**config.mk**
```make
export PLATFORM = sky130hd
export DESIGN_NAME = rsos_ram
export DESIGN_NICKNAME = d
export VERILOG_FILES = /design/src/rtl/rsos_ram.sv
export SDC_FILE = /design/constraint.sdc
export NUM_CORES = 2
export LEC_CHECK = 0
export BUFFER_PORTS_ARGS = -buffer_cell sky130_fd_sc_hd__buf_2
export CORE_ASPECT_RATIO = 0.9
export CORE_MARGIN = 3
export CORE_UTILIZATION = 35
export CTS_CLUSTER_DIAMETER = 150
export DETAILED_ROUTE_END_ITERATION = 16
export GPL_TIMING_DRIVEN = 0
export SLEW_MARGIN = 40
export SYNTH_ARGS = -nofsm -noshare
export SYNTH_HDL_FRONTEND = slang
export SYNTH_SLANG_ARGS = --single-unit
```
**constraint.sdc**
```tcl
create_clock -name clk -period 3.25 [get_ports clk]
set_clock_uncertainty 0.15 [all_clocks]
set_input_delay 0.1625 -clock clk [delete_from_list [all_inputs] [get_ports clk]]
set_output_delay 0.1625 -clock clk [all_outputs]
set_load 0.01 [all_outputs]
```
**src/rtl/rsos_ram.sv**
```systemverilog
`timescale 1ns / 1ps

module rsos_ram #(
	parameter int WIDTH = 16,
	parameter int DEPTH = 256
) (
	input  logic                     clk,
	input  logic                     we,
	input  logic [$clog2(DEPTH)-1:0] waddr,
	input  logic [WIDTH-1:0]         wdata,
	input  logic                     re,
	input  logic [$clog2(DEPTH)-1:0] raddr,
	output logic [WIDTH-1:0]         rdata
);

	logic [WIDTH-1:0] mem [DEPTH];

	// One write port and one registered read port.
	always_ff @(posedge clk) begin
		if (we) begin
			mem[waddr] <= wdata;
		end
		if (re) begin
			rdata <= mem[raddr];
		end
	end

endmodule

```
==> impl_metrics.json <==
{
  "netSwitchingPower_mw": 25.3,
  "peakVddDrop_mv": 0.453,
  "ys_async_sr_fraction_pct": 0,
  "status": "complete, but fails checks",
  "portBuffers": 40,
  "htreeDepth": 5,
  "grt_overflow": 0,
  "seq_area_um2": 123000,
  "holdWs_ns": 0.0485,
  "power.internal_mw": 87.3,
  "dr_wl_met3_um": 66100,
  "first_global_vias": 81000,
  "regToRegStartpoint": "mem[142][1]$_DFFE_PP_",
  "setup_slack_ns": -0.249,
  "wl_um": 511000,
  "swShare_pct": 22.5,
  "cts_tree": "yes",
  "highest_layer": "met5",
  "fin_util_pct": 41.7,
  "violations": "setup timing",
  "clock_power_share_pct": 41.8,
  "grt_max_degree": 99,
  "grt_use_total_pct": 21.6,
  "rows": 234,
  "die_y_um": 645,
  "ff2ff_path_depth": 7,
  "seqPwrFrac_pct": 52.0,
  "synth_area_per_cell_um2": 21.6,
  "viasPerCell": 5.83,
  "postRouteAntennaNets": 0,
  "io_pins": 51,
  "cp_max_fo": 11,
  "syn_nets": 7395,
  "regToRegEndpoint": "rdata[1]$_DFFE_PP_",
  "synth_edf_count": 4112,
  "layout-drive-gt1-share_pct": 29.2,
  "final_cell_mix": "edfxtp_1, mux4_2, mux2i_1",
  "start_util_pct": 35.2,
  "areaGrowthSynthToFinish_pct": 18.5,
  "ys_types": 51,
  "finalCritPeriodShare_pct": 108,
  "leakagePower_nw": 58.5,
  "nets": 8116,
  "cp-end-kind": "flop",
  "wirelength_met1_um": 197000,
  "power_frac_comb_pct": 6.2,
  "fin_total_pwr_mw": 113,
  "crit_type": "in -> reg",
  "fmax_mhz": 286,
  "dieArea_um2": 462000,
  "synth_ff_type": "edfxtp_1",
  "synth_area_um2": 159000,
  "post_dp_cell_area_um2": 174000,
  "min_path_type": "in -> reg",
  "wl_per_cell_um": 35.4,
  "numClockSinks": 4112,
  "finalMaxSlewViolations": 0,
  "finalHoldViolCount": 0,
  "finalSetupViolCount": 17,
  "gp_congestion": 0.964,
  "place_ws_ns": -2.07,
  "place_hpwl_um": 358000,
  "required_ns": 3.76,
  "cts_root_buf": "clkbuf_16",
  "drt_iter0_markers": 13600,
  "whs_path_depth": 2,
  "ff2ff_setup_slack_ns": 0.04,
  "worstHoldStart": "wdata[8]",
  "cap_violations": 0,
  "ys_seq_elements": 4112,
  "die_x_um": 716,
  "first_pass_iters": 7,
  "met2WireLength_um": 225000,
  "clock_latency_ns": 1.00,
  "relSlewSlack_pct": 36.2,
  "worst_pin_slew_ns": 0.956,
  "cts_buffers": 415,
  "instances_no_fill": 14400,
  "final_common_cell": "edfxtp_1",
  "min_to": "mem[69][8]$_DFFE_PP_",
  "n_fill_cell": 38700,
  "antenna_found_initial": 40,
  "worstSetupStartpointType": "input pin",
  "drc": 0,
  "arrival_ns": 4.01,
  "power.density_nw_per_um2": 598,
  "synthCells": 7360,
  "yosysSeqAreaShare_pct": 77.7,
  "final.setup.tns_ns": -2.15,
  "core_area_um2": 452000,
  "clk_path_buf_depth": 4,
  "fin_area_um2": 188000,
  "period_needed_ns": 3.50,
  "clkSlewWorstSetupHoldPaths_ns": 0.06,
  "ys_warn_count": 0,
  "num_vias": 84100,
  "place_inst": 13600,
  "grt_first_pass_wirelength_um": 688000,
  "multi_input_area_um2": 35700
}
cell type report:
type / instances / share of cell area (%)
sequential: 4112 / 65.6
clock inverter: 251 / 1.28
inverter: 4 / 0.00931
antenna: 10 / 0.0133
clock buffer: 502 / 5.75
timing repair buffer: 305 / 2.82
buffer: 451 / 1.58
tap: 6018 / 4.00
multi-input combinational: 2792 / 18.9
kinds of logic (layout without fill, tap and decap cells):
kind of cell	count (synthesis)	count (layout)	synth area share [%]
flip-flops	4112	4112	77.7
multiplexers	1450	1450	15.5
AO/OA/AOI/OAI	786	786	3.53
AND/OR/NAND/NOR	556	556	1.57
buffers and inverters	456	1513	1.69
other	0	10	0
power by group through the flow:
stage | clock network (mW) | registers, mW | logic [mW]
finish | 47.1 | 58.5 | 7.01
global route | 49.6 | 58.5 | 7.13
CTS | 47.5 | 58.5 | 6.86
detailed placement | 0 | 59.6 | 6.68
global placement | 0 | 59.9 | 6.12
floorplan | 0 | 59.7 | 2.88
registers in the layout (all words and copies together), names as in the netlist:
| signal | flops |
|---|---|
| mem | 4096 |
| rdata | 16 |
layer usage:
metal / vias to the layer above / track usage (%)
met5: - / 0
met4: 6 / 8.09
met3: 794 / 6.39
met2: 5622 / 31.9
met1: 44900 / 30.2
li1: 32900 / -
worst max-delay path by stage:
stage | from | to | slack (ns) | depth (start not counted)
final | raddr[4] | rdata[6]$_DFFE_PP_ | -0.25 | 9
after global routing | raddr[1] | rdata[6]$_DFFE_PP_ | -0.04 | 10
after CTS | raddr[2] | rdata[5]$_DFFE_PP_ | -0.002 | 11
after detailed placement | raddr[1] | rdata[6]$_DFFE_PP_ | -2.07 | 10
after global placement | raddr[2] | rdata[15]$_DFFE_PP_ | -4.28 | 9
after floorplan | raddr[0] | rdata[4]$_DFFE_PP_ | 0.69 | 8
what timing repair did:
action / CTS / global route
pin swaps: 3 / 3
gates resized for setup: 115 / 38
endpoints found under the setup margin: 16 / 203
setup buffers: 2 / 16
hold buffers: 33 / 1
cloned: 0 / 0
endpoints found under the hold margin: 3416 / 15
worst max-delay path, stage by stage:
cell and delay [ns]:
clkbuf_2 0.11, buf_12 0.17, clkbuf_2 0.52, clkbuf_2 0.60, clkbuf_1 0.72, nor3_1 0.14
o21ai_0 0.48, nand3_1 0.37, nor4_4 0.64
synthesized netlist by cell type (16+ instances only):
master    instances  area (µm²)
nand4_1          26         163
nor3_1           92         460
o31ai_1          16         120
clkbuf_1        230         863
buf_1            27         101
o221ai_1        252        2210
a221oi_1         28         245
a22oi_1          43         323
nand3_1          35         175
o32ai_1          20         175
nor2_1          304        1140
a22o_1           32         280
buf_2            76         380
edfxtp_1       4112      123000
buf_6            77         867
a21oi_1         175         876
a211oi_1         18         135
nand2_1          38         143
o21ai_0          37         185
nor4_1           17         106
mux2_2           88         991
mux2i_1         565        5660
mux4_2          797       17900
o22ai_1         148         926
buf_4            26         195
Note: power is estimated with default switching activity, not from simulation.
